File: src/hw/rtl/diverging_colormap_macros.svh
// Assertion macros for the diverging colormap block.
// Define ASSERT_OFF to compile every check away.
`ifndef DIVERGING_COLORMAP_MACROS_SVH
`define DIVERGING_COLORMAP_MACROS_SVH

`ifndef ASSERT_OFF

// Checks that expr holds in the same cycle whenever cond holds.
`define DCMAP_ASSERT_IMPLY(label, clk, rst, cond, expr, msg) \
  label: assert property (@(posedge clk) disable iff (rst) (cond) |-> (expr)) \
    else $error(msg);

// Checks that expr holds in the cycle after cond holds.
`define DCMAP_ASSERT_NEXT(label, clk, rst, cond, expr, msg) \
  label: assert property (@(posedge clk) disable iff (rst) (cond) |=> (expr)) \
    else $error(msg);

`else

`define DCMAP_ASSERT_IMPLY(label, clk, rst, cond, expr, msg)
`define DCMAP_ASSERT_NEXT(label, clk, rst, cond, expr, msg)

`endif

`endif

File: src/hw/rtl/dcmap_pkg.sv
`default_nettype none

package dcmap_pkg;

  localparam int VALUE_WIDTH     = 32;
  localparam int COLOR_WIDTH     = 8;
  localparam int FRAC_BITS       = 32;
  localparam int QUOT_WIDTH      = FRAC_BITS + 1;
  localparam int REM_WIDTH       = VALUE_WIDTH + 1;
  localparam int BOUND_WIDTH     = VALUE_WIDTH + 1;
  localparam int DIV_CELLS       = QUOT_WIDTH;
  localparam int CFG_INDEX_WIDTH = 2;
  localparam int MODE_WIDTH      = 2;

  typedef logic signed [VALUE_WIDTH-1:0] value_t;
  typedef logic signed [BOUND_WIDTH-1:0] bound_t;
  typedef logic [COLOR_WIDTH-1:0]        color_t;
  typedef logic [MODE_WIDTH-1:0]         mode_t;
  typedef logic [CFG_INDEX_WIDTH-1:0]    cfg_index_t;

  localparam cfg_index_t REG_RANGE_MIN      = 2'd0;
  localparam cfg_index_t REG_RANGE_MAX      = 2'd1;
  localparam cfg_index_t REG_ZERO_SYMMETRIC = 2'd2;
  localparam cfg_index_t REG_COLOR_MODE     = 2'd3;

  localparam mode_t MODE_PINK   = 2'd0;
  localparam mode_t MODE_WHITE  = 2'd1;
  localparam mode_t MODE_YELLOW = 2'd2;

  localparam value_t RANGE_MIN_RESET = VALUE_WIDTH'(-65536);
  localparam value_t RANGE_MAX_RESET = VALUE_WIDTH'(65536);

  localparam color_t COLOR_FULL = '1;

  // Quotient that stands for a fraction of exactly one.
  localparam logic [QUOT_WIDTH-1:0] QUOT_ONE = QUOT_WIDTH'(1) << FRAC_BITS;

  typedef struct packed {
    logic below;
    logic above;
    logic lower;
  } flags_t;

  // One word as it travels down the divider chain.
  typedef struct packed {
    logic                   valid;
    flags_t                 flags;
    logic [REM_WIDTH-1:0]   rem;
    logic [VALUE_WIDTH-1:0] divisor;
    logic [QUOT_WIDTH-1:0]  quot;
  } cell_t;

  typedef struct packed {
    color_t red;
    color_t green;
    color_t blue;
  } rgb_t;

endpackage

`default_nettype wire

File: src/hw/rtl/dcmap_front.sv
`default_nettype none

module dcmap_front (
  input  logic              clk,
  input  logic              rst,
  input  logic              adv,
  input  logic              in_valid,
  input  dcmap_pkg::value_t in_value,
  input  dcmap_pkg::bound_t lo,
  input  dcmap_pkg::bound_t hi,
  output dcmap_pkg::cell_t  head
);
  import dcmap_pkg::*;

  logic                   a_valid;
  value_t                 a_value;
  bound_t                 a_ext;
  bound_t                 span_ext;
  bound_t                 offset_ext;
  logic                   a_below;
  logic                   a_above;

  logic                   b_valid;
  logic                   b_below;
  logic                   b_above;
  logic [VALUE_WIDTH-1:0] b_span;
  logic [VALUE_WIDTH-1:0] b_offset;

  logic [REM_WIDTH-1:0]   two_offset;
  logic [REM_WIDTH-1:0]   span_wide;
  logic [REM_WIDTH-1:0]   fold;
  logic                   lower;
  logic                   span_zero;
  cell_t                  head_next;

  // First stage: range tests and the two distances from the lower bound.
  // Inside the range both distances fit the unsigned value width.
  assign a_ext      = {a_value[VALUE_WIDTH-1], a_value};
  assign a_below    = a_ext < lo;
  assign a_above    = a_ext > hi;
  assign span_ext   = hi - lo;
  assign offset_ext = a_ext - lo;

  // Second stage: pick the half and fold the upper half onto [0, span].
  assign two_offset = {b_offset, 1'b0};
  assign span_wide  = {1'b0, b_span};
  assign lower      = two_offset < span_wide;
  assign fold       = lower ? two_offset : two_offset - span_wide;
  assign span_zero  = (b_span == '0);

  always_comb begin
    head_next.valid       = b_valid;
    head_next.flags.below = b_below;
    head_next.flags.above = b_above;
    head_next.flags.lower = lower;
    // An empty range divides zero by one, which yields a zero fraction.
    head_next.rem         = span_zero ? '0 : fold;
    head_next.divisor     = span_zero ? VALUE_WIDTH'(1) : b_span;
    head_next.quot        = '0;
  end

  always_ff @(posedge clk) begin
    if (adv) begin
      a_value  <= in_value;
      b_below  <= a_below;
      b_above  <= a_above;
      b_span   <= span_ext[VALUE_WIDTH-1:0];
      b_offset <= offset_ext[VALUE_WIDTH-1:0];
    end
    if (rst) begin
      a_valid    <= 1'b0;
      b_valid    <= 1'b0;
      head.valid <= 1'b0;
    end else if (adv) begin
      a_valid <= in_valid;
      b_valid <= a_valid;
      head    <= head_next;
    end
  end

endmodule

`default_nettype wire

File: config.mk
export PLATFORM = sky130hd
export DESIGN_NAME = dcmap_front
export DESIGN_NICKNAME = d
export VERILOG_FILES = /design/src/hw/rtl/diverging_colormap_macros.svh /design/src/hw/rtl/dcmap_pkg.sv /design/src/hw/rtl/dcmap_front.sv
export SDC_FILE = /design/constraint.sdc
export NUM_CORES = 1
export LEC_CHECK = 0
export BUFFER_PORTS_ARGS = -buffer_cell sky130_fd_sc_hd__buf_2
export CORE_MARGIN = 5
export CORE_UTILIZATION = 60
export DETAILED_ROUTE_END_ITERATION = 7
export PLACE_DENSITY = 0.82
export SYNTH_ARGS = -nofsm -noshare
export SYNTH_HDL_FRONTEND = slang
export SYNTH_SLANG_ARGS = --single-unit
File: constraint.sdc
create_clock -name clk -period 10.8 [get_ports clk]
set_input_delay 0 -clock clk [delete_from_list [all_inputs] [get_ports clk]]
set_output_delay 0 -clock clk [all_outputs]
set_load 0.05 [all_outputs]
==> metrics.md <==
| Metric | Value |
|---|---|
| R2r worst-path depth | `11` |
| CTS-repair resized insts | `0` |
| H-tree depth | `4` |
| Psw | `945 µW` |
| Final Critical Period | `3.43 ns` |
| Via-per-instance ratio | `5.62` |
| Post-Place Worst Slack | `7.43 ns` |
| Reg2reg setup slack | `7.37 ns` |
| Status | `finished, final reports clean` |
| Worst slew margin | `37.4%` |
| Crit start category | `flop` |
| Core footprint | `19600 µm²` |
| Crit-path slowest cell | `buf_4` |
| Crit path cell chain | `ha_1, nand2_1, o21ai_1, nand2b_1, a21oi_1, or3_1, o21ba_2, o211ai_4, buf_4, mux2i_1, nor2_1` |
| Worst Hold End | `a_value[0]$_DFFE_PP_` |
| Hold path depth | `1` |
| Die Span Y | `151 µm` |
| Ant. Diodes | `0` |
| Critical path buffers and inverters | `1` |
| Worst-Skew Late Latency | `0.44 ns` |
| Clk root buf | `clkbuf_16` |
| DRC errors left | `0` |
| Global route overflow | `0` |
| GRT Total Usage | `24.8%` |
| Total Neg Setup Slack | `0 ns` |
| Final Hold Violating Endpoints | `0` |
| Initial core utilization | `61.2%` |
| Comb power frac | `38.9%` |
| CP Capture Type | `flop` |
| Clk_skew | `0.0142 ns` |
| Placer Congestion | `0.933` |
| Crit path DAT | `3.60 ns` |
| Max_cap viols | `0` |
| Sequential share of the synthesized area | `42.1%` |
| # Post-CTS Setup Buffers | `0` |
| Largest net degree at the start of global routing | `72` |
| Worst-Margin Slew | `0.938 ns` |
| Placement Rows | `51` |
| TritonCTS clock tree | `yes` |
| Fmax | `0.292 GHz` |
| Part of the power in registers | `36.9%` |
| Primary FF master, synth | `edfxtp_1` |
| VDD IR max | `138 µV` |
| Post-DP HPWL | `21800 µm` |
| Die area | `22900 µm²` |
| CP max stage delay | `0.49 ns` |
| CTS max path bufs | `2` |
| Worst Path Required | `10.98 ns` |
| Initial DRC Count | `803` |
| RR Endpoint | `head[77]$_SDFFCE_PP0P_` |
| Fillers | `1484` |
| Cell Area, Synth | `12000 µm²` |
| First-pass GRT wire length | `44500 µm` |
| Setup violations, final | `0` |
| Final Worst Setup Slack | `7.37 ns` |
| Hold buffers post-CTS | `36` |
| Layout Nets | `1601` |
| Ratio of cells with drive above 1 in the final layout | `16.6%` |
| Fin crit share | `31.7%` |
| Area delta synth->final | `15.0%` |
| Slew Viols, Final | `0` |
| Mean Syn Cell Area | `10.0 µm²` |
| Initial antenna violation count | `0` |
| Crit path max-delay family | `compound AO/OA/AOI/OAI gates` |
| I/O Pins | `204` |
| Cell Int Power | `1530 µW` |
| Crit Reg-Reg Startpoint | `b_offset[14]$_DFFE_PP_` |
| Wire per inst | `17.1 µm` |
| First-pass DRT Iterations | `6` |
| Clock power share | `24.2%` |
| Min-delay worst type | `input port to flop` |
| Critical Path Fanout Max | `41` |
| Synth async-reset ratio | `0%` |
| Vias | `9254` |
| Mapped Cells | `1197` |
| Pleak | `0.00633 µW` |
| RSZ-0062 raised after global routing | `no` |
| CTS buffer count | `17` |
| Vias in the first global route | `8774` |
| Net Sw Frac | `38.2%` |
| Yosys reg bits | `169` |
| Clk slew on worst S/H paths | `0.08 ns` |
| Syn. warnings | `0` |
| Netlist cell types | `66` |
| Total wire length | `28200 µm` |
| Routed Antenna Nets | `0` |
| Port Buffers | `170` |
| EDFF count, synth | `166` |
| CTS sink cnt | `169` |
| Chip width | `151 µm` |
| Kind of critical path | `flop to flop` |
| Power per Cell Area | `179 nW/µm²` |
| Hold path startpoint | `adv` |
state kept, by name, indices dropped and copies added (netlist names):
name and flops:
b_offset 32, b_above 1, a_value 32, b_below 1, b_valid 1, head 69, b_span 32, a_valid 1
cell families after synthesis:
group | after synthesis | synth area share, %
fa+ha+maj | 131 | 13.9
flops | 169 | 42.1
compound gates | 314 | 17.5
simple gates | 266 | 10.8
other cells | 1 | 0.0313
xor+xnor | 81 | 5.92
buf+inv | 211 | 7.82
mux | 24 | 2.00
per-stage QoR:
step	utilization (%)	instance area [µm²]	hold WS, ns	power, µW	cells
floorplan	-	12100	0.0724	1660	1229
global placement	65.6	12800	0.177	1840	1578
detailed placement	65.6	12800	0.178	1860	1578
CTS	70.4	13800	0.00160	2470	1646
global route	70.4	13800	0.0105	2610	1646
finish	70.4	13800	0.000131	2470	1646
per-layer routing:
layer	wire, µm	GRT usage, %	vias to the layer above	part of all wire, %
met1	13100	36.9	4220	47
met5	0	0	-	0
met3	2170	3.71	52	7.7
met2	12300	37.9	386	44
li1	-	-	4596	-
met4	610	7.12	0	2.2
placed cells by master, fill, tap and decap left out, drive strengths merged, types with 36 or more instances in the layout:
master       instances
o21ai               58
xnor2               58
dlygate4sd3         36
a21o                58
inv                130
ha                 128
buf                174
nand2               47
nor2                95
edfxtp             166
a21oi               95
worst reg2reg max path, cell delays in order (launching register included):
cell and delay (ns):
edfxtp_1 0.45, ha_1 0.43, nand2_1 0.10, o21ai_1 0.21, nand2b_1 0.14, a21oi_1 0.11
or3_1 0.36, o21ba_2 0.24, o211ai_4 0.18, buf_4 0.49, mux2i_1 0.39, nor2_1 0.07
worst max-delay path by stage:
stage                                 from                endpoint  cells after the start
finish              b_offset[14]$_DFFE_PP_  head[77]$_SDFFCE_PP0P_                     11
global route           b_span[5]$_DFFE_PP_  head[88]$_SDFFCE_PP0P_                     12
CTS                    b_span[1]$_DFFE_PP_  head[88]$_SDFFCE_PP0P_                     12
detailed placement     b_span[1]$_DFFE_PP_  head[88]$_SDFFCE_PP0P_                     12
global placement       b_span[1]$_DFFE_PP_  head[88]$_SDFFCE_PP0P_                     12
floorplan                              rst     head[100]$_DFFE_PP_                      1
power groups by stage:
stage	logic, µW	registers (µW)	clock network (µW)
6_report	962	911	599
5_1_grt	1060	919	634
4_1_cts	953	910	605
3_5_place_dp	934	924	0
3_3_place_gp	917	920	0
2_1_floorplan	645	1010	0
area by class of cell:
class	count	area (µm²)	area share [%]
tap	265	332	2.41
inverter	121	454	3.29
clock inverter	15	150	1.09
clock buffer	17	425	3.09
timing repair buffer	210	1240	9.02
multi-input combinational	849	6140	44.5
sequential	169	5040	36.6
cell usage after synthesis, types with 3 or more instances:
master,number,area [µm²]
and4_1,3,26.3
a21oi_1,93,465
o31ai_1,6,45.0
xor2_1,23,201
xnor2_1,58,508
a221o_1,4,40.0
a211oi_1,19,143
dfxtp_1,3,60.1
edfxtp_1,166,4980
o21bai_1,14,105
nor2_1,95,357
fa_1,3,60.1
a2111oi_0,3,26.3
nor3_1,12,60.1
nand2b_1,15,93.8
nand2_1,47,176
and2_1,6,37.5
a211o_1,5,43.8
nor2b_1,21,131
nor4_1,11,68.8
o31a_1,3,26.3
nand4_1,22,138
o21ai_1,6,30.0
clkbuf_1,52,195
o21ai_0,50,250
a21o_1,58,435
inv_1,120,450
buf_4,34,255
o21a_1,9,67.6
mux2i_1,24,240
ha_1,128,1600
o211ai_1,7,52.6
a31o_2,3,26.3
nand3_1,16,80.1
a31oi_1,8,50.1
and3_1,6,37.5
or3_1,3,18.8
(Power assumes the default switching activity.)
