[src/hw/rtl/diverging_colormap_macros.svh]
// Assertion macros for the diverging colormap block.
// Define ASSERT_OFF to compile every check away.
`ifndef DIVERGING_COLORMAP_MACROS_SVH
`define DIVERGING_COLORMAP_MACROS_SVH

`ifndef ASSERT_OFF

// Checks that expr holds in the same cycle whenever cond holds.
`define DCMAP_ASSERT_IMPLY(label, clk, rst, cond, expr, msg) \
  label: assert property (@(posedge clk) disable iff (rst) (cond) |-> (expr)) \
    else $error(msg);

// Checks that expr holds in the cycle after cond holds.
`define DCMAP_ASSERT_NEXT(label, clk, rst, cond, expr, msg) \
  label: assert property (@(posedge clk) disable iff (rst) (cond) |=> (expr)) \
    else $error(msg);

`else

`define DCMAP_ASSERT_IMPLY(label, clk, rst, cond, expr, msg)
`define DCMAP_ASSERT_NEXT(label, clk, rst, cond, expr, msg)

`endif

`endif

[src/hw/rtl/dcmap_pkg.sv]
`default_nettype none

package dcmap_pkg;

  localparam int VALUE_WIDTH     = 32;
  localparam int COLOR_WIDTH     = 8;
  localparam int FRAC_BITS       = 32;
  localparam int QUOT_WIDTH      = FRAC_BITS + 1;
  localparam int REM_WIDTH       = VALUE_WIDTH + 1;
  localparam int BOUND_WIDTH     = VALUE_WIDTH + 1;
  localparam int DIV_CELLS       = QUOT_WIDTH;
  localparam int CFG_INDEX_WIDTH = 2;
  localparam int MODE_WIDTH      = 2;

  typedef logic signed [VALUE_WIDTH-1:0] value_t;
  typedef logic signed [BOUND_WIDTH-1:0] bound_t;
  typedef logic [COLOR_WIDTH-1:0]        color_t;
  typedef logic [MODE_WIDTH-1:0]         mode_t;
  typedef logic [CFG_INDEX_WIDTH-1:0]    cfg_index_t;

  localparam cfg_index_t REG_RANGE_MIN      = 2'd0;
  localparam cfg_index_t REG_RANGE_MAX      = 2'd1;
  localparam cfg_index_t REG_ZERO_SYMMETRIC = 2'd2;
  localparam cfg_index_t REG_COLOR_MODE     = 2'd3;

  localparam mode_t MODE_PINK   = 2'd0;
  localparam mode_t MODE_WHITE  = 2'd1;
  localparam mode_t MODE_YELLOW = 2'd2;

  localparam value_t RANGE_MIN_RESET = VALUE_WIDTH'(-65536);
  localparam value_t RANGE_MAX_RESET = VALUE_WIDTH'(65536);

  localparam color_t COLOR_FULL = '1;

  // Quotient that stands for a fraction of exactly one.
  localparam logic [QUOT_WIDTH-1:0] QUOT_ONE = QUOT_WIDTH'(1) << FRAC_BITS;

  typedef struct packed {
    logic below;
    logic above;
    logic lower;
  } flags_t;

  // One word as it travels down the divider chain.
  typedef struct packed {
    logic                   valid;
    flags_t                 flags;
    logic [REM_WIDTH-1:0]   rem;
    logic [VALUE_WIDTH-1:0] divisor;
    logic [QUOT_WIDTH-1:0]  quot;
  } cell_t;

  typedef struct packed {
    color_t red;
    color_t green;
    color_t blue;
  } rgb_t;

endpackage

`default_nettype wire

[src/hw/rtl/dcmap_if.sv]
`default_nettype none


interface dcmap_color_if;
  import dcmap_pkg::*;

  logic   valid;
  logic   ready;
  color_t red;
  color_t green;
  color_t blue;

  modport source (output valid, output red, output green, output blue, input ready);
  modport sink (input valid, input red, input green, input blue, output ready);
endinterface

`default_nettype wire

[src/hw/rtl/dcmap_shade.sv]
`default_nettype none

module dcmap_shade (
  input  logic              clk,
  input  logic              rst,
  input  dcmap_pkg::cell_t  tail,
  input  dcmap_pkg::mode_t  color_mode,
  dcmap_color_if.source     colors,
  output logic              skid_full
);
  import dcmap_pkg::*;

  localparam int PROD_WIDTH = QUOT_WIDTH + COLOR_WIDTH;
  localparam logic [PROD_WIDTH-1:0] ROUND_HALF = PROD_WIDTH'(1) << (FRAC_BITS - 1);

  logic [PROD_WIDTH-1:0]  scaled;
  logic [COLOR_WIDTH:0]   level_raw;
  color_t                 level;
  rgb_t                   shade;
  logic                   out_valid;
  logic                   out_free;
  rgb_t                   out_word;
  rgb_t                   skid_word;

  // Fraction times full scale, rounded to the nearest level.
  assign scaled    = PROD_WIDTH'(tail.quot) * PROD_WIDTH'(COLOR_FULL) + ROUND_HALF;
  assign level_raw = scaled[PROD_WIDTH-1:FRAC_BITS];
  assign level     = (level_raw > {1'b0, COLOR_FULL}) ? COLOR_FULL
                                                      : level_raw[COLOR_WIDTH-1:0];

  always_comb begin
    shade = '0;
    if (tail.flags.below) begin
      shade.blue = COLOR_FULL;
    end else if (tail.flags.above) begin
      shade.red = COLOR_FULL;
    end else if (tail.flags.lower) begin
      shade.red = level;
      case (color_mode)
        MODE_WHITE: begin
          shade.green = level;
          shade.blue  = COLOR_FULL;
        end
        MODE_YELLOW: begin
          shade.green = level;
          shade.blue  = COLOR_FULL - level;
        end
        default: begin
          shade.blue = COLOR_FULL;
        end
      endcase
    end else begin
      shade.red = COLOR_FULL;
      case (color_mode)
        MODE_WHITE: begin
          shade.green = COLOR_FULL - level;
          shade.blue  = COLOR_FULL - level;
        end
        MODE_YELLOW: begin
          shade.green = COLOR_FULL - level;
        end
        default: begin
          shade.blue = COLOR_FULL - level;
        end
      endcase
    end
  end

  // Output register with one skid word behind it. The chain only stops
  // once the skid word is filled, so the chain sees a registered stall.
  assign out_free = !out_valid || colors.ready;

  always_ff @(posedge clk) begin
    if (rst) begin
      out_valid <= 1'b0;
      skid_full <= 1'b0;
    end else if (out_free) begin
      if (skid_full) begin
        out_valid <= 1'b1;
        out_word  <= skid_word;
        skid_full <= 1'b0;
      end else begin
        out_valid <= tail.valid;
        out_word  <= shade;
      end
    end else if (!skid_full && tail.valid) begin
      skid_full <= 1'b1;
      skid_word <= shade;
    end
  end

  assign colors.valid = out_valid;
  assign colors.red   = out_word.red;
  assign colors.green = out_word.green;
  assign colors.blue  = out_word.blue;

endmodule

`default_nettype wire
[src/flat_wrapper.sv]
// flat-port wrapper written by rule: the top's interface ports become plain ports
module dcmap_shade_flat import dcmap_pkg::*;
  (clk, rst, tail, color_mode, skid_full, colors_valid, colors_red, colors_green, colors_blue, colors_ready);
  dcmap_color_if colors_i ();
  input  logic clk;
  input  logic rst;
  input  dcmap_pkg::cell_t tail;
  input  dcmap_pkg::mode_t color_mode;
  output logic skid_full;
  output wire logic [$bits(colors_i.valid)-1:0] colors_valid;
  output wire logic [$bits(colors_i.red)-1:0] colors_red;
  output wire logic [$bits(colors_i.green)-1:0] colors_green;
  output wire logic [$bits(colors_i.blue)-1:0] colors_blue;
  input wire logic [$bits(colors_i.ready)-1:0] colors_ready;
  assign colors_valid = colors_i.valid;
  assign colors_red = colors_i.red;
  assign colors_green = colors_i.green;
  assign colors_blue = colors_i.blue;
  assign colors_i.ready = colors_ready;
  dcmap_shade u_core (.clk(clk), .rst(rst), .tail(tail), .color_mode(color_mode), .colors(colors_i), .skid_full(skid_full));
endmodule
[config.mk]
export PLATFORM = sky130hd
export DESIGN_NAME = dcmap_shade_flat
export DESIGN_NICKNAME = d
export VERILOG_FILES = /design/src/hw/rtl/diverging_colormap_macros.svh /design/src/hw/rtl/dcmap_pkg.sv /design/src/hw/rtl/dcmap_if.sv /design/src/hw/rtl/dcmap_shade.sv /design/src/flat_wrapper.sv
export SDC_FILE = /design/constraint.sdc
export NUM_CORES = 1
export LEC_CHECK = 0
export ABC_AREA = 1
export BUFFER_PORTS_ARGS = -buffer_cell sky130_fd_sc_hd__buf_4
export CORE_AREA = 2 2 107 150
export CTS_CLUSTER_SIZE = 24
export DETAILED_ROUTE_END_ITERATION = 10
export DIE_AREA = 0 0 109 152
export PLACE_DENSITY = 0.91
export REMOVE_ABC_BUFFERS = 1
export SYNTH_ARGS = -nofsm -noshare
export SYNTH_HDL_FRONTEND = slang
export SYNTH_SLANG_ARGS = --single-unit
[constraint.sdc]
create_clock -name clk -period 4.9 [get_ports clk]
set_input_delay 0.245 -clock clk [delete_from_list [all_inputs] [get_ports clk]]
set_output_delay 0.245 -clock clk [all_outputs]
set_load 0.01 [all_outputs]
==> metrics.csv <==
stage;metric;value;unit
critical_path;crit path DAT;4.69;ns
die;io pins;133;
detailed_routing;Routed Antenna Nets;0;
layout;ant diodes;0;
power_and_ir_drop;Net Switching;3.75;mW
clock_tree;Clock Sinks;50;
power_and_ir_drop;P_leak;5.32;nW
detailed_routing;final wirelength;18600;um
detailed_routing;DRC Markers;0;
critical_path;WP data required;4.94;ns
detailed_routing;drt first pass iters;5;
die;die area;16600;um^2
global_route;number of global-route vias before repair;7551;
global_route;global-route wire length before repair;33000;um
die;row count;54;
die;chip height;152;um
global_route;initial antenna violation count;0;
clock_tree;Clock Tree Buf Depth;2;
critical_path;Worst Setup Start Kind;primary input;
critical_path;crit-path most repeated cell;nand2_1;
power_and_ir_drop;combinational share of power;85.9;%
sta;hold_ws;0.127;ns
layout;nets@finish;1494;
layout;share of layout cells above drive strength 1;10.9;%
clock_tree;post-cts resize count;0;
power_and_ir_drop;clock share of power;5.8;%
clock_tree;clk slew on worst S/H paths;0.06;ns
synth;number of synthesized flops with an enable pin;48;
detailed_routing;DRT iter0 DRCs;350;
hold_path;Hold WC Path Type;primary input to register;
synth;mean cell area of the mapped netlist;8.36;um^2
run;Max-Cap Viols;0;
critical_path;slowest library cell on the worst path;fa_1;
critical_path;Bufs and invs on worst path;6;
layout;Layout area overhead;11.2;%
layout;Seq. cell area;1480;um^2
critical_path;Crit Path Class;primary input to register;
die;Core Area;15300;um^2
power_and_ir_drop;switch share;56.6;%
synth;asr flop ratio synth;0;%
outcome;outcome;complete, no violations;
synth;Synth Cell Area;8960;um^2
sta;Slew headroom;19.5;%
synth;Synth Flop Type;edfxtp_1;
sta;fin. max-slew vios;0;
sta;RSZ-0062 raised after global routing;true;
critical_path;crit-path max FO;5;
sta;Layout Skew;0.00499;ns
synth;yosys synthesis warning count;0;
global_route;total gr overflow;0;
sta;# setup viols final;0;
global_route;Total Routing Usage GR;24.6;%
global_route;largest net degree at the start of global routing;32;
layout;Filler Cell Count;1175;
synth;post-synth cell types;41;
power_and_ir_drop;power consumption;6.62;mW
placed_design;Detailed Place HPWL;15800;um
sta;Fin. Hold Viols;0;
synth;cells after synthesis;1072;
clock_tree;number of buffers created by CTS;5;
layout;Multi-input gate area;6360;um^2
sta;fmax;0.215;GHz
clock_tree;Post-CTS Hold Buffers;0;
power_and_ir_drop;sequential share of power;8.3;%
synth;register area share after synthesis;16.5;%
die;Starting Density;58.4;%
clock_tree;H-Tree Level Count;2;
power_and_ir_drop;maximum vdd drop;0.386;mV
critical_path;CP top delay family;adder cells;
sta;Worst-Margin Slew;1.21;ns
clock_tree;clock latency on the worst-skew pair;0.29;ns
placed_design;RD Place Congestion;0.879;
synth;Yosys reg bits;50;
detailed_routing;WL/cell;13.9;um
clock_tree;CTS tree;yes;
detailed_routing;DR vias;6871;
sta;Final min period;4.65;ns
power_and_ir_drop;pwr/cell area;664;nW/um^2
power_and_ir_drop;internal power;2.87;mW
sta;period utilization;94.9;%
clock_tree;post-CTS setup buffers;0;
critical_path;max incr delay on CP;0.56;ns
die;die width;109;um
detailed_routing;Via density;5.12;
placed_design;PortBufs;67;
critical_path;endpoint class of the critical path;register;
clock_tree;root buffer cell;clkbuf_16;
==> area by class of cell <==
type                       count  area share (%)
clock buffer                   7            1.33
timing repair buffer          76            5.73
inverter                     305            11.5
tap                          196            2.46
multi-input combinational    707            63.8
sequential                    50            14.9
clock inverter                 1           0.301
==> cells in the mapped netlist, types with 2 or more instances <==
master    number  area [um^2]
a21o_1         2         15.0
a21oi_1       43          215
a21oi_2        4         35.0
clkbuf_1       7         26.3
dfxtp_1        2         40.0
edfxtp_1      48         1440
fa_1         154         3080
ha_1          88         1100
inv_1        302         1130
inv_2          3         11.3
nand2_1      258          968
nand2_2        3         18.8
nand3_1       21          105
nand3b_1       3         22.5
nand4_1        6         37.5
nor2_1        59          221
nor2_2         4         25.0
nor3_1         7         35.0
nor3_2         2         20.0
nor3b_1        2         15.0
nor3b_2        4         50.1
nor4_1         3         18.8
o21ai_0       17         85.1
o21ai_1        7         35.0
o21bai_1       5         37.5
or2_2          2         12.5
xor2_1         2         17.5
==> sequential cells by signal, summed over array words and instances, names as in the netlist <==
signal and count:
u_core.skid_word 24, u_core.colors.green 8, u_core.colors.valid 1, u_core.skid_full 1, u_core.colors.blue 8, u_core.colors.red 8
==> routing by layer <==
metal	GRT usage, %	routed length, um
met5	0	0
met4	9.77	796
met3	1.93	547
met2	46.0	10200
met1	28.2	7110
==> path summary, 6_finish.rpt <==
kind | from | end | slack [ns] | cells past startpoint
max | tail[9] | u_core.colors.blue[5] | 0.25 | 25
min | rst | u_core.colors.valid | 0.13 | 2
max reg2reg | u_core.skid_full | u_core.skid_word[19] | 2.12 | 3
min reg2reg | u_core.skid_word[11] | u_core.colors.green[3] | 0.52 | 2
==> cell usage in the layout (no fill, tap or decap), types with 3 or more instances in the layout <==
cell and count:
inv_1 302, nand2_1 258, fa_1 152, ha_1 87
buf_4 76, nor2_1 53, edfxtp_1 48, a21oi_1 39
nand3_1 19, o21ai_0 15, nor2_2 10, o21ai_1 9
a21oi_2 8, nor3_1 6, nand4_1 6, o21bai_1 5
clkbuf_16 5, nor3b_2 4, nand2_2 3, inv_2 3
nor3_2 3, nor4_1 3, nand3_2 3, nand3b_1 3
==> cells by family (layout without fill, tap and decap cells) <==
| family | count (synthesis) | in the layout | synth area share, % |
|---|---|---|---|
| DFF | 50 | 50 | 16.5 |
| and+or+nand+nor | 380 | 380 | 18.1 |
| AOI/OAI and AO/OA | 82 | 82 | 5.04 |
| adders and majority gates | 242 | 242 | 46.7 |
| xor gates and xnor gates | 3 | 3 | 0.293 |
| buffers and inverters | 315 | 389 | 13.3 |
==> power groups by stage <==
stage / combinational [mW] / clock, mW / sequential (mW)
2_1_floorplan: 4.14 / 0 / 0.571
3_3_place_gp: 5.27 / 0 / 0.555
3_5_place_dp: 5.48 / 0 / 0.555
4_1_cts: 5.55 / 0.387 / 0.547
5_1_grt: 6.56 / 0.404 / 0.551
6_report: 5.69 / 0.386 / 0.547
==> worst reg2reg max path, stage by stage, from the launching register on <==
cell and delay (ns):
dfxtp_1 0.63, inv_1 0.66, nand2_1 0.14, nor2_2 0.95
==> metrics by stage <==
step	setup TNS, ns	cells	utilization (%)	worst slack [ns]	area, um^2
2_1_floorplan	0	1062	-	0.512	8910
3_3_place_gp	0	1334	63.5	0.0521	9730
3_5_place_dp	-0.0273	1334	63.5	-0.0141	9730
4_1_cts	0	1342	64.5	0.224	9900
5_1_grt	-0.172	1342	65.0	-0.0522	9960
6_report	0	1342	65.0	0.250	9960
(Power assumes the default switching activity.)
