## src/hw/rtl/diverging_colormap_macros.svh

```systemverilog
// Assertion macros for the diverging colormap block.
// Define ASSERT_OFF to compile every check away.
`ifndef DIVERGING_COLORMAP_MACROS_SVH
`define DIVERGING_COLORMAP_MACROS_SVH

`ifndef ASSERT_OFF

// Checks that expr holds in the same cycle whenever cond holds.
`define DCMAP_ASSERT_IMPLY(label, clk, rst, cond, expr, msg) \
  label: assert property (@(posedge clk) disable iff (rst) (cond) |-> (expr)) \
    else $error(msg);

// Checks that expr holds in the cycle after cond holds.
`define DCMAP_ASSERT_NEXT(label, clk, rst, cond, expr, msg) \
  label: assert property (@(posedge clk) disable iff (rst) (cond) |=> (expr)) \
    else $error(msg);

`else

`define DCMAP_ASSERT_IMPLY(label, clk, rst, cond, expr, msg)
`define DCMAP_ASSERT_NEXT(label, clk, rst, cond, expr, msg)

`endif

`endif

```

## src/hw/rtl/dcmap_pkg.sv

```systemverilog
`default_nettype none

package dcmap_pkg;

  localparam int VALUE_WIDTH     = 32;
  localparam int COLOR_WIDTH     = 8;
  localparam int FRAC_BITS       = 32;
  localparam int QUOT_WIDTH      = FRAC_BITS + 1;
  localparam int REM_WIDTH       = VALUE_WIDTH + 1;
  localparam int BOUND_WIDTH     = VALUE_WIDTH + 1;
  localparam int DIV_CELLS       = QUOT_WIDTH;
  localparam int CFG_INDEX_WIDTH = 2;
  localparam int MODE_WIDTH      = 2;

  typedef logic signed [VALUE_WIDTH-1:0] value_t;
  typedef logic signed [BOUND_WIDTH-1:0] bound_t;
  typedef logic [COLOR_WIDTH-1:0]        color_t;
  typedef logic [MODE_WIDTH-1:0]         mode_t;
  typedef logic [CFG_INDEX_WIDTH-1:0]    cfg_index_t;

  localparam cfg_index_t REG_RANGE_MIN      = 2'd0;
  localparam cfg_index_t REG_RANGE_MAX      = 2'd1;
  localparam cfg_index_t REG_ZERO_SYMMETRIC = 2'd2;
  localparam cfg_index_t REG_COLOR_MODE     = 2'd3;

  localparam mode_t MODE_PINK   = 2'd0;
  localparam mode_t MODE_WHITE  = 2'd1;
  localparam mode_t MODE_YELLOW = 2'd2;

  localparam value_t RANGE_MIN_RESET = VALUE_WIDTH'(-65536);
  localparam value_t RANGE_MAX_RESET = VALUE_WIDTH'(65536);

  localparam color_t COLOR_FULL = '1;

  // Quotient that stands for a fraction of exactly one.
  localparam logic [QUOT_WIDTH-1:0] QUOT_ONE = QUOT_WIDTH'(1) << FRAC_BITS;

  typedef struct packed {
    logic below;
    logic above;
    logic lower;
  } flags_t;

  // One word as it travels down the divider chain.
  typedef struct packed {
    logic                   valid;
    flags_t                 flags;
    logic [REM_WIDTH-1:0]   rem;
    logic [VALUE_WIDTH-1:0] divisor;
    logic [QUOT_WIDTH-1:0]  quot;
  } cell_t;

  typedef struct packed {
    color_t red;
    color_t green;
    color_t blue;
  } rgb_t;

endpackage

`default_nettype wire

```

## src/hw/rtl/dcmap_cell.sv

```systemverilog
`default_nettype none

module dcmap_cell (
  input  logic             clk,
  input  logic             rst,
  input  logic             adv,
  input  dcmap_pkg::cell_t prev,
  output dcmap_pkg::cell_t next
);
  import dcmap_pkg::*;

  logic                 fits;
  logic [REM_WIDTH-1:0] rem_left;
  cell_t                next_d;

  // One restoring step: subtract the divisor when it fits, emit one
  // quotient bit and double the remainder for the following cell.
  assign fits     = prev.rem >= {1'b0, prev.divisor};
  assign rem_left = fits ? prev.rem - {1'b0, prev.divisor} : prev.rem;

  always_comb begin
    next_d         = prev;
    next_d.rem     = {rem_left[REM_WIDTH-2:0], 1'b0};
    next_d.quot    = {prev.quot[QUOT_WIDTH-2:0], fits};
  end

  always_ff @(posedge clk) begin
    if (rst) begin
      next.valid <= 1'b0;
    end else if (adv) begin
      next <= next_d;
    end
  end

endmodule

`default_nettype wire

```

## config.mk

```make
export PLATFORM = sky130hd
export DESIGN_NAME = dcmap_cell
export DESIGN_NICKNAME = d
export VERILOG_FILES = /design/src/hw/rtl/diverging_colormap_macros.svh /design/src/hw/rtl/dcmap_pkg.sv /design/src/hw/rtl/dcmap_cell.sv
export SDC_FILE = /design/constraint.sdc
export NUM_CORES = 1
export LEC_CHECK = 0
export ABC_CLOCK_PERIOD_IN_PS = 7200
export BUFFER_PORTS_ARGS = -buffer_cell sky130_fd_sc_hd__buf_2
export CORE_ASPECT_RATIO = 2
export CORE_MARGIN = 4
export CORE_UTILIZATION = 51
export CTS_BUF_LIST = sky130_fd_sc_hd__clkbuf_4 sky130_fd_sc_hd__clkbuf_8
export DETAILED_ROUTE_END_ITERATION = 10
export PLACE_DENSITY = 0.83
export SYNTH_ARGS = -nofsm -noshare
export SYNTH_HDL_FRONTEND = slang
export SYNTH_SLANG_ARGS = --single-unit
```

## constraint.sdc

```tcl
create_clock -name clk -period 7.2 [get_ports clk]
set_input_delay 1.44 -clock clk [delete_from_list [all_inputs] [get_ports clk]]
set_output_delay 1.44 -clock clk [all_outputs]
set_load 0.01 [all_outputs]
```

==> qor.yml, run 1 <==
wire_per_inst_um: 17.0
whs_path_depth: 2
pin_count: 207
wl_met2_um: 7850
fin_crit_ns: 4.59
startpoint_type: "input pin"
fin_worst_skew_ns: 0
nets: 786
cts_tree: "built"
rows: 52
cts.repair.resized: 0
synth_enable_flop_cells: 100
track_usage_pct: 21.1
relSlewSlack_pct: 41.1
clkTransAtPathRegs_ns: 0.11
grt_antenna_before_repair: 1
yosys.area.top_type: "edfxtp_1"
drive_gt1_share_pct: 35.8
tightest_slew_ns: 0.884
setup.worst_path.end_class: "flop"
ant_nets: 0
drc_errors: 0
fmax_mhz: 218
worstPathArrival_ns: 4.72
syn_avg_cell_area_sq_um: 11.7
holdPathEnd: "next[101]"
p_leak_nw: 2.92
hold_path_class: "reg2reg"
largest_reg_flops: 101
drv_slew: 0
hpwl_um: 10500
largest-register: "next"
syn2layout_area_growth_pct: 24.9
synth_flop_cell: "edfxtp_1"
ys_seq_area_share_pct: 57.5
gp_congestion: 0.999
synth_top_area_share_pct: 57.1
grt_max_degree: 70
route.met3.wl_um: 747
htree_num_levels: 3
rsz0062_at_grt: "false"
drt_iter0_markers: 283
async_flop_share_pct: 0
cp_max_fo: 4
finalCritPeriodShare_pct: 63.7
drv_cap: 0
finalSetupTns_ns: 0
first_pass_iters: 6
syn_nets: 587
p_per_area_mw_per_mm2: 212
die_y_um: 152
ys_top_cells_by_area: "edfxtp_1 57%, ha_1 7.6%, a21oi_1 5.1%"
start_util_pct: 52.2
num_antenna_cells: 0
crit_required_ns: 7.33
reg2reg_to: "next[101]"
ctsHoldBuffers: 0
grt-ovfl-total: 0
drt-met1-wl_um: 4400
min-delay-start: "next[101]"
placement.io_buffers: 204
rr_worst_depth: 2
clock-sinks: 101
ir_drop_mv: 0.138
grt_pass1_wl_um: 19600
clk_latency_ns: 0.37
synth_most_common_cell: "edfxtp_1"
routed_via_density: 5.41
finalHoldViolations: 0
vias: 4260
synth-seq-cells: 101
cts_setup_buffers: 0
yosys_warnings: 0
synth.cell_area_sq_mm: 0.00526
reg_top3: "next x101"
r2r_start: "next[101]"
cts_buffers: 9
yosysUniqueCellTypes: 49
cts_buffer_depth: 2
clock-root-buffer: "clkbuf_8"
r2r_slack_ns: 6.59
synth.top_cells.by_count: "100 x edfxtp_1, 54 x a21oi_1, 38 x inv_1"
fin_hold_ws_ns: 0.533
crit_type: "in2reg"
die_area_sq_mm: 0.0121
wirelength_um: 13400
fp.dieW_um: 79.8
synth_cells: 449
first_global_vias: 4188
setup_viol: 0
dr.max_layer_used: "met5"
design.core.area_sq_mm: 0.0101
outcome: "completed"
## cells by family (layout without fill, tap and decap cells)
family                     after synthesis  in the layout  share of synthesized area (%)
AOI/OAI and AO/OA                      118            118                           14.0
xor gates and xnor gates                27             27                           4.49
adders and majority gates               33             33                           7.99
buffers and inverters                   56            260                           4.49
DFF                                    101            101                           57.5
muxes                                   13             13                           2.71
other                                    1              1                         0.0713
and+or+nand+nor                        100            100                           8.80
## worst max-delay path: stages
cell	delay [ns]
buf_2	0.09
inv_1	0.04
ha_1	0.20
fa_1	0.41
nand2b_1	0.19
a21oi_1	0.15
o21ai_0	0.27
o311a_1	0.43
a31oi_1	0.33
a21oi_1	0.23
o41ai_1	0.51
xor2_1	0.12
mux2_1	0.31
## layer usage
metal,up-vias,track usage [%]
met1,2016,20.5
li1,2045,-
met5,-,0
met3,35,3.96
met2,162,41.3
met4,2,9.73
## through the flow
stage | setup WS (ns) | util, % | power, mW | cells | instance area, sq um
after floorplan | 0.739 | - | 0.944 | 449 | 5260
after detailed placement | 2.37 | 63.3 | 1.06 | 772 | 6380
final | 2.61 | 65.1 | 1.39 | 788 | 6570
after CTS | 2.76 | 65.1 | 1.40 | 788 | 6570
after global placement | 2.44 | 63.3 | 1.05 | 772 | 6380
after global routing | 2.46 | 65.1 | 1.46 | 788 | 6570
## how the worst max path moves through the flow
| stage | from | endpoint | cells after the start |
|---|---|---|---|
| after global routing | prev[65] | next[96] | 13 |
| after detailed placement | prev[65] | next[96] | 13 |
| after floorplan | rst | next[0] | 1 |
| final | prev[65] | next[96] | 13 |
| after global placement | prev[33] | next[96] | 12 |
| after CTS | prev[65] | next[96] | 13 |
## power breakdown
part	switching [mW]	internal [mW]
Sequential	0.00997	0.707
Combinational	0.192	0.140
Clock	0.208	0.133
Total	0.410	0.980
## cell usage in the layout, fill, tap and decap left out, types with 3 or more instances in the layout
cell,instances
nand2_1,27
xor2_1,11
clkbuf_8,9
o21bai_1,3
edfxtp_1,100
a31oi_1,5
o21ai_0,16
nand3_1,8
mux2_1,4
nor2_1,37
nand4_1,7
a211oi_1,3
nor4_1,4
ha_1,32
o21a_1,6
nand2b_1,4
a21oi_1,54
mux2i_1,3
mux2_2,6
xnor2_1,16
a21o_1,12
inv_1,38
o211ai_1,4
buf_2,204
## final cells by class
| class | count | area [sq um] |
|---|---|---|
| clock buffers | 9 | 124 |
| clock inverters | 7 | 66.3 |
| fillers | 795 | 3510 |
| inverters | 38 | 143 |
| multi-input cells | 292 | 2010 |
| flip-flops and latches | 101 | 3020 |
| well taps | 135 | 169 |
| repair buffers | 206 | 1040 |
No activity file was read; power rests on OpenSTA's default activity.
==> run 2: changes to the inputs <==
--- a/config.mk
+++ b/config.mk
@@ -5,7 +5,7 @@
 export SDC_FILE = /design/constraint.sdc
 export NUM_CORES = 1
 export LEC_CHECK = 0
-export ABC_CLOCK_PERIOD_IN_PS = 7200
+export ABC_CLOCK_PERIOD_IN_PS = 4700
 export BUFFER_PORTS_ARGS = -buffer_cell sky130_fd_sc_hd__buf_2
 export CORE_ASPECT_RATIO = 2
 export CORE_MARGIN = 4
==> constraint.sdc (replaced) <==
create_clock -name clk -period 4.7 [get_ports clk]
set_input_delay 0.94 -clock clk [delete_from_list [all_inputs] [get_ports clk]]
set_output_delay 0.94 -clock clk [all_outputs]
set_load 0.01 [all_outputs]
==> run 2 against run 1 <==
  * Via count up 3.7%
  * Combinational power up 57%
  * Core utilization up 0.65 points
  * Final cell count up 0.25%
  * Clock power up 72%
  * Sequential cell count unchanged
  * Clock-buffer cell count unchanged
  * Setup slack worse by 1.9 ns
  * Global-route usage up 1.2 points
  * Total power up 59%
  * Cell area up 0.99%
  * Sequential power up 54%
  * Critical path type unchanged
  * Highest routed layer is now met4
==> qor.yml, run 2 (synthesis gave the netlist of run 1 again) <==
outcome: "completed"  # unchanged
finalCritPeriodShare_pct: 83.9
start_util_pct: 52.2  # unchanged
grt_pass1_wl_um: 20600  # was 19600 um
cts_tree: "built"  # unchanged
crit_family: "compound AO/OA/AOI/OAI gates"  # unchanged
fin_hold_ws_ns: 0.518  # was 0.533 ns
crit_type: "in2reg"  # unchanged
tightest_slew_ns: 1.12  # was 0.884 ns
startpoint_type: "input pin"  # unchanged
power.share.clock_pct: 26.5  # was 24.6%
routed_via_density: 5.59  # was 5.41
comb_power_share_pct: 23.6  # was 23.9%
worstPathCellList: "buf_2 -> inv_1 -> ha_1 -> fa_1 -> nand2b_1 -> a21oi_1 -> o21ai_0 -> o311a_1 -> a31oi_1 -> a21oi_1 -> o41ai_1 -> xor2_1 -> mux2_1"  # unchanged
rows: 52  # unchanged
finalHoldViolations: 0  # unchanged
drv_cap: 0  # unchanged
crit_required_ns: 4.83  # was 7.33 ns
setup.worst_path.end_class: "flop"  # unchanged
ant_nets: 0  # unchanged
gp_congestion: 1.02  # was 0.999
reg_top3: "next x101"  # unchanged
slowest_delay_ns: 0.48  # was 0.51 ns
relSlewSlack_pct: 25.2  # was 41.1%
vias: 4418  # was 4260
placed_area_sq_mm: 0.00642  # was 0.00638 sq mm
fin_worst_skew_ns: 0  # unchanged
clock-root-buffer: "clkbuf_8"  # unchanged
ctsHoldBuffers: 0  # unchanged
final_common_cell: "buf_2"  # unchanged
fmax_mhz: 254
p_sw_uw: 644  # was 410 uW
mostFrequentLayoutCells: "204 x buf_2, 100 x edfxtp_1, 54 x a21oi_1"  # unchanged
grt_antenna_before_repair: 0  # was 1
design.core.area_sq_mm: 0.0101  # unchanged
rsz0062_at_grt: "false"  # unchanged
drv_slew: 0  # unchanged
cts_buffers: 9  # unchanged
htree_num_levels: 3  # unchanged
clock-sinks: 101  # unchanged
power.total_mw: 2.20  # was 1.39 mW
p_int_mw: 1.56  # was 980 uW
finalSetupTns_ns: 0  # unchanged
placement.io_buffers: 204  # unchanged
setup_viol: 0  # unchanged
drt_iter0_markers: 246  # was 283
critPathSlowestCell: "o41ai_1"  # unchanged
fp.dieW_um: 79.8  # unchanged
grt_max_degree: 62  # was 70
first_global_vias: 4421  # was 4188
cts_setup_buffers: 0  # unchanged
worstPathArrival_ns: 4.07  # was 4.72 ns
switching_share_pct: 29.2  # was 29.5%
hpwl_um: 10900  # was 10500 um
largest-register: "next"  # unchanged
largest_reg_flops: 101  # unchanged
die_y_um: 152  # unchanged
critPathBufInv: 2  # unchanged
clk_latency_ns: 0.36  # was 0.37 ns
cp_common_cell: "a21oi_1"  # unchanged
ir_drop_mv: 0.214  # was 0.138 mV
pin_count: 207  # unchanged
wire_per_inst_um: 17.5  # was 17.0 um
track_usage_pct: 22.3  # was 21.1%
cts.repair.resized: 0  # unchanged
num-fill-cells: 783  # was 795
clkTransAtPathRegs_ns: 0.10  # was 0.11 ns
drive_gt1_share_pct: 36.0  # was 35.8%
syn2layout_area_growth_pct: 26.1  # was 24.9%
hold_path_class: "reg2reg"  # unchanged
die_area_sq_mm: 0.0121  # unchanged
drc_errors: 0  # unchanged
fin_crit_ns: 3.94
fin_area_sq_mm: 0.00664  # was 0.00657 sq mm
num_antenna_cells: 0  # unchanged
cp_max_fo: 3  # was 4
p_leak_nw: 2.95  # was 2.92 nW
nets: 788  # was 786
final_core_util_pct: 65.8  # was 65.1%
grt-ovfl-total: 0  # unchanged
cts_buffer_depth: 2  # unchanged
p_per_area_mw_per_mm2: 332  # was 212 mW/mm^2
first_pass_iters: 6  # unchanged
wirelength_um: 13900  # was 13400 um
seqPwrFrac_pct: 49.8  # was 51.5%
[run 2: cell types whose count changed in the layout (fill, tap and decap cells not counted), sizes merged]
cell,change
buf,+2
clkinv,-1
bufinv,+1
[run 2: final timing paths]
check	from	slack, ns	cells after the start	endpoint
max	prev[65]	0.76	13	next[96]
min	next[101]	0.52	2	next[101]
max reg2reg	next[101]	4.10	2	next[101]
min reg2reg	next[101]	0.52	2	next[101]
[run 2: worst reg2reg max path, cell delays in order (launching register included)]
cell     delay, ns
dfxtp_1       0.32
mux2i_1       0.13
nor2_1        0.06
[run 2: final cells by class]
| type | count | area, sq um | area share [%] |
|---|---|---|---|
| multi-input combinational | 292 | 2010 | 30.3 |
| timing repair buffer | 208 | 1080 | 16.2 |
| clock buffer | 9 | 124 | 1.87 |
| clock inverter | 7 | 91.3 | 1.38 |
| sequential | 101 | 3020 | 45.6 |
| tap | 135 | 169 | 2.55 |
| inverter | 38 | 143 | 2.15 |
[run 2: power groups by stage]
stage / clock (mW) / combinational (mW) / sequential, mW
after floorplan: 0 / 0.280 / 1.16
after global placement: 0 / 0.495 / 1.12
after detailed placement: 0 / 0.513 / 1.12
after CTS: 0.594 / 0.517 / 1.10
after global routing: 0.635 / 0.565 / 1.10
final: 0.585 / 0.521 / 1.10
[run 2: metrics by stage]
stage          instances  worst slack, ns
3_5_place_dp         774            0.419
6_report             790            0.758
5_1_grt              790            0.648
3_3_place_gp         774            0.505
2_1_floorplan        449            0.714
4_1_cts              790            0.825
[run 2: per-layer routing]
layer	global-route usage, %	share of wire [%]	wire, um
met1	20.8	31	4330
met2	43.2	57	7850
met4	11.9	4.8	670
met5	0	0	0
met3	5.15	7.3	1010
==> run 3: changes to the inputs <==
--- a/config.mk
+++ b/config.mk
@@ -5,14 +5,14 @@
 export SDC_FILE = /design/constraint.sdc
 export NUM_CORES = 1
 export LEC_CHECK = 0
-export ABC_CLOCK_PERIOD_IN_PS = 4700
+export ABC_CLOCK_PERIOD_IN_PS = 3200
 export BUFFER_PORTS_ARGS = -buffer_cell sky130_fd_sc_hd__buf_2
 export CORE_ASPECT_RATIO = 2
 export CORE_MARGIN = 4
-export CORE_UTILIZATION = 51
+export CORE_UTILIZATION = 46
 export CTS_BUF_LIST = sky130_fd_sc_hd__clkbuf_4 sky130_fd_sc_hd__clkbuf_8
 export DETAILED_ROUTE_END_ITERATION = 10
-export PLACE_DENSITY = 0.83
+export PLACE_DENSITY = 0.79
 export SYNTH_ARGS = -nofsm -noshare
 export SYNTH_HDL_FRONTEND = slang
 export SYNTH_SLANG_ARGS = --single-unit
==> constraint.sdc (replaced) <==
create_clock -name clk -period 3.2 [get_ports clk]
set_input_delay 0.64 -clock clk [delete_from_list [all_inputs] [get_ports clk]]
set_output_delay 0.64 -clock clk [all_outputs]
set_load 0.01 [all_outputs]
==> run 3 against run 2 <==
  * Core utilization down 1.6 points
  * Die area increased by 10%
  * Total power increased by 52%
  * Worst hold slack worse by 0.090 ns
  * Clock skew stayed put
  * Critical path depth decreased by 1
  * Critical endpoint unchanged
==> qor.yml, run 3 (synthesis gave the netlist of run 1 again) <==
fmax_mhz: 324
critPathSlowestCell: "o311a_1"  # was o41ai_1
start_util_pct: 46.6  # was 52.2%
drt_iter0_markers: 191  # was 246
grt_max_degree: 101  # was 62
ant_nets: 0  # unchanged
largest-register: "next"  # unchanged
power.total_mw: 3.36  # was 2.20 mW
grt-ovfl-total: 0  # unchanged
routed_via_density: 5.27  # was 5.59
crit_type: "in2reg"  # unchanged
worstPathCellList: "buf_2 -> ha_1 -> fa_1 -> nand2b_1 -> a21oi_2 -> o21ai_1 -> o311a_1 -> a31oi_4 -> a21oi_2 -> o41ai_2 -> xor2_1 -> mux2_4"  # was buf_2 -> inv_1 -> ha_1 -> fa_1 -> nand2b_1 -> a21oi_1 -> o21ai_0 -> o311a_1 -> a31oi_1 -> a21oi_1 -> o41ai_1 -> xor2_1 -> mux2_1
syn2layout_area_growth_pct: 37.7  # was 26.1%
fin_worst_skew_ns: 0  # unchanged
crit_required_ns: 3.33  # was 4.83 ns
setup.worst_path.end_class: "flop"  # unchanged
fin_hold_ws_ns: 0.428  # was 0.518 ns
regArea_sq_mm: 0.00302  # unchanged
setup_viol: 0  # unchanged
dpl_worst_slack_ns: -0.463  # was 0.419 ns
power.share.clock_pct: 25.0  # was 26.5%
ir_drop_mv: 0.269  # was 0.214 mV
worstPathArrival_ns: 3.22  # was 4.07 ns
clock-root-buffer: "clkbuf_8"  # unchanged
comb_power_share_pct: 26.8  # was 23.6%
setup_slack_ns: 0.110  # was 0.758 ns
fp.dieW_um: 83.6  # was 79.8 um
p_int_mw: 2.33  # was 1.56 mW
vias: 4513  # was 4418
rows: 55  # was 52
dp_cells: 841  # was 774
cts_setup_buffers: 0  # unchanged
placed_area_sq_mm: 0.00701  # was 0.00642 sq mm
placement.io_buffers: 204  # unchanged
reg_top3: "next x101"  # unchanged
tightest_slew_ns: 0.533  # was 1.12 ns
drv_slew: 0  # unchanged
cts_buffers: 9  # unchanged
cp_common_cell: "a21oi_2"  # was a21oi_1
num-fill-cells: 909  # was 783
relSlewSlack_pct: 64.5  # was 25.2%
critPathBufInv: 1  # was 2
first_global_vias: 4724  # was 4421
finalHoldViolations: 0  # unchanged
p_sw_mw: 1.03  # was 644 uW
cts_tree: "built"  # unchanged
cp_max_fo: 3  # unchanged
gp_congestion: 0.937  # was 1.02
die_area_sq_mm: 0.0133  # was 0.0121 sq mm
final_common_cell: "buf_2"  # unchanged
multi_input_area_sq_mm: 0.00215  # was 0.00201 sq mm
fin_area_sq_mm: 0.00725  # was 0.00664 sq mm
p_per_area_mw_per_mm2: 463  # was 332 mW/mm^2
hpwl_um: 12400  # was 10900 um
fin_crit_ns: 3.09
cts_buffer_depth: 2  # unchanged
drc_errors: 0  # unchanged
wire_per_inst_um: 17.8  # was 17.5 um
first_pass_iters: 4  # was 6
seqPwrFrac_pct: 48.1  # was 49.8%
startpoint_type: "input pin"  # unchanged
track_usage_pct: 22.3  # about the same
nets: 848  # was 788
crit_family: "compound AO/OA/AOI/OAI gates"  # unchanged
slowest_delay_ns: 0.42  # was 0.48 ns
fin_cells: 857  # was 790
design.core.area_sq_mm: 0.0113  # was 0.0101 sq mm
num_antenna_cells: 0  # unchanged
finalCritPeriodShare_pct: 96.6
drive_gt1_share_pct: 44.1  # was 36.0%
grt_pass1_wl_um: 23300  # was 20600 um
grt_antenna_before_repair: 0  # unchanged
hold_path_class: "in2reg"  # was reg2reg
htree_num_levels: 3  # unchanged
outcome: "completed"  # unchanged
drv_cap: 0  # unchanged
largest_reg_flops: 101  # unchanged
die_y_um: 159  # was 152 um
clk_latency_ns: 0.38  # was 0.36 ns
clock-sinks: 101  # unchanged
mostFrequentLayoutCells: "204 x buf_2, 100 x edfxtp_1, 61 x buf_4"  # was 204 x buf_2, 100 x edfxtp_1, 54 x a21oi_1
p_leak_nw: 3.24  # was 2.95 nW
final_core_util_pct: 64.2  # was 65.8%
wirelength_um: 15300  # was 13900 um
pin_count: 207  # unchanged
clkTransAtPathRegs_ns: 0.11  # was 0.10 ns
finalSetupTns_ns: 0  # unchanged
switching_share_pct: 30.6  # was 29.2%
[run 3: cell types whose count changed in the layout (fill, tap and decap cells not counted), moves of 4 or more]
| cell | change |
|---|---|
| ha_4 | +8 |
| inv_1 | -5 |
| ha_1 | -8 |
| inv_2 | +4 |
| buf_4 | +59 |
[run 3: worst reg2reg max path: stages (launching register included)]
cell     delay [ns]
dfxtp_1        0.33
mux2i_1        0.12
nor2_1         0.05
[run 3: area by class of cell]
class | instances | share of cell area (%)
clock buffer | 9 | 1.71
clock inverter | 7 | 1.24
inverter | 38 | 2.14
multi-input combinational | 292 | 29.6
sequential | 101 | 41.7
tap | 142 | 2.45
timing repair buffer | 268 | 21.1
[run 3: what timing repair did]
item / 4_1_cts / 5_1_grt
hold buffers: 0 / 0
gates resized for setup: 3 / 4
pin swaps: 0 / 1
setup endpoints to repair: 2 / 3
gates cloned: 0 / 0
hold endpoints to repair: 0 / 0
[run 3: path summary, 6_finish.rpt]
check | start | to | slack [ns] | cells after the start
max reg2reg | next[101] | next[101] | 2.62 | 2
min | prev[9] | next[10] | 0.43 | 1
min reg2reg | next[101] | next[101] | 0.51 | 2
max | prev[33] | next[96] | 0.11 | 12
[run 3: power groups by stage]
stage               combinational [mW]  sequential, mW  clock (mW)
global route                     0.977            1.63       0.911
CTS                              0.898            1.62       0.858
detailed placement               0.888            1.65           0
floorplan                        0.445            1.71           0
finish                           0.900            1.62       0.840
global placement                 0.866            1.64           0
[run 3: layer usage]
metal | GRT usage, % | vias to the layer above | wire (um)
met4 | 11.1 | 0 | 667
met5 | 0 | - | 0
met2 | 44.4 | 174 | 8840
met3 | 4.25 | 41 | 754
li1 | - | 2170 | -
met1 | 20.6 | 2128 | 5010
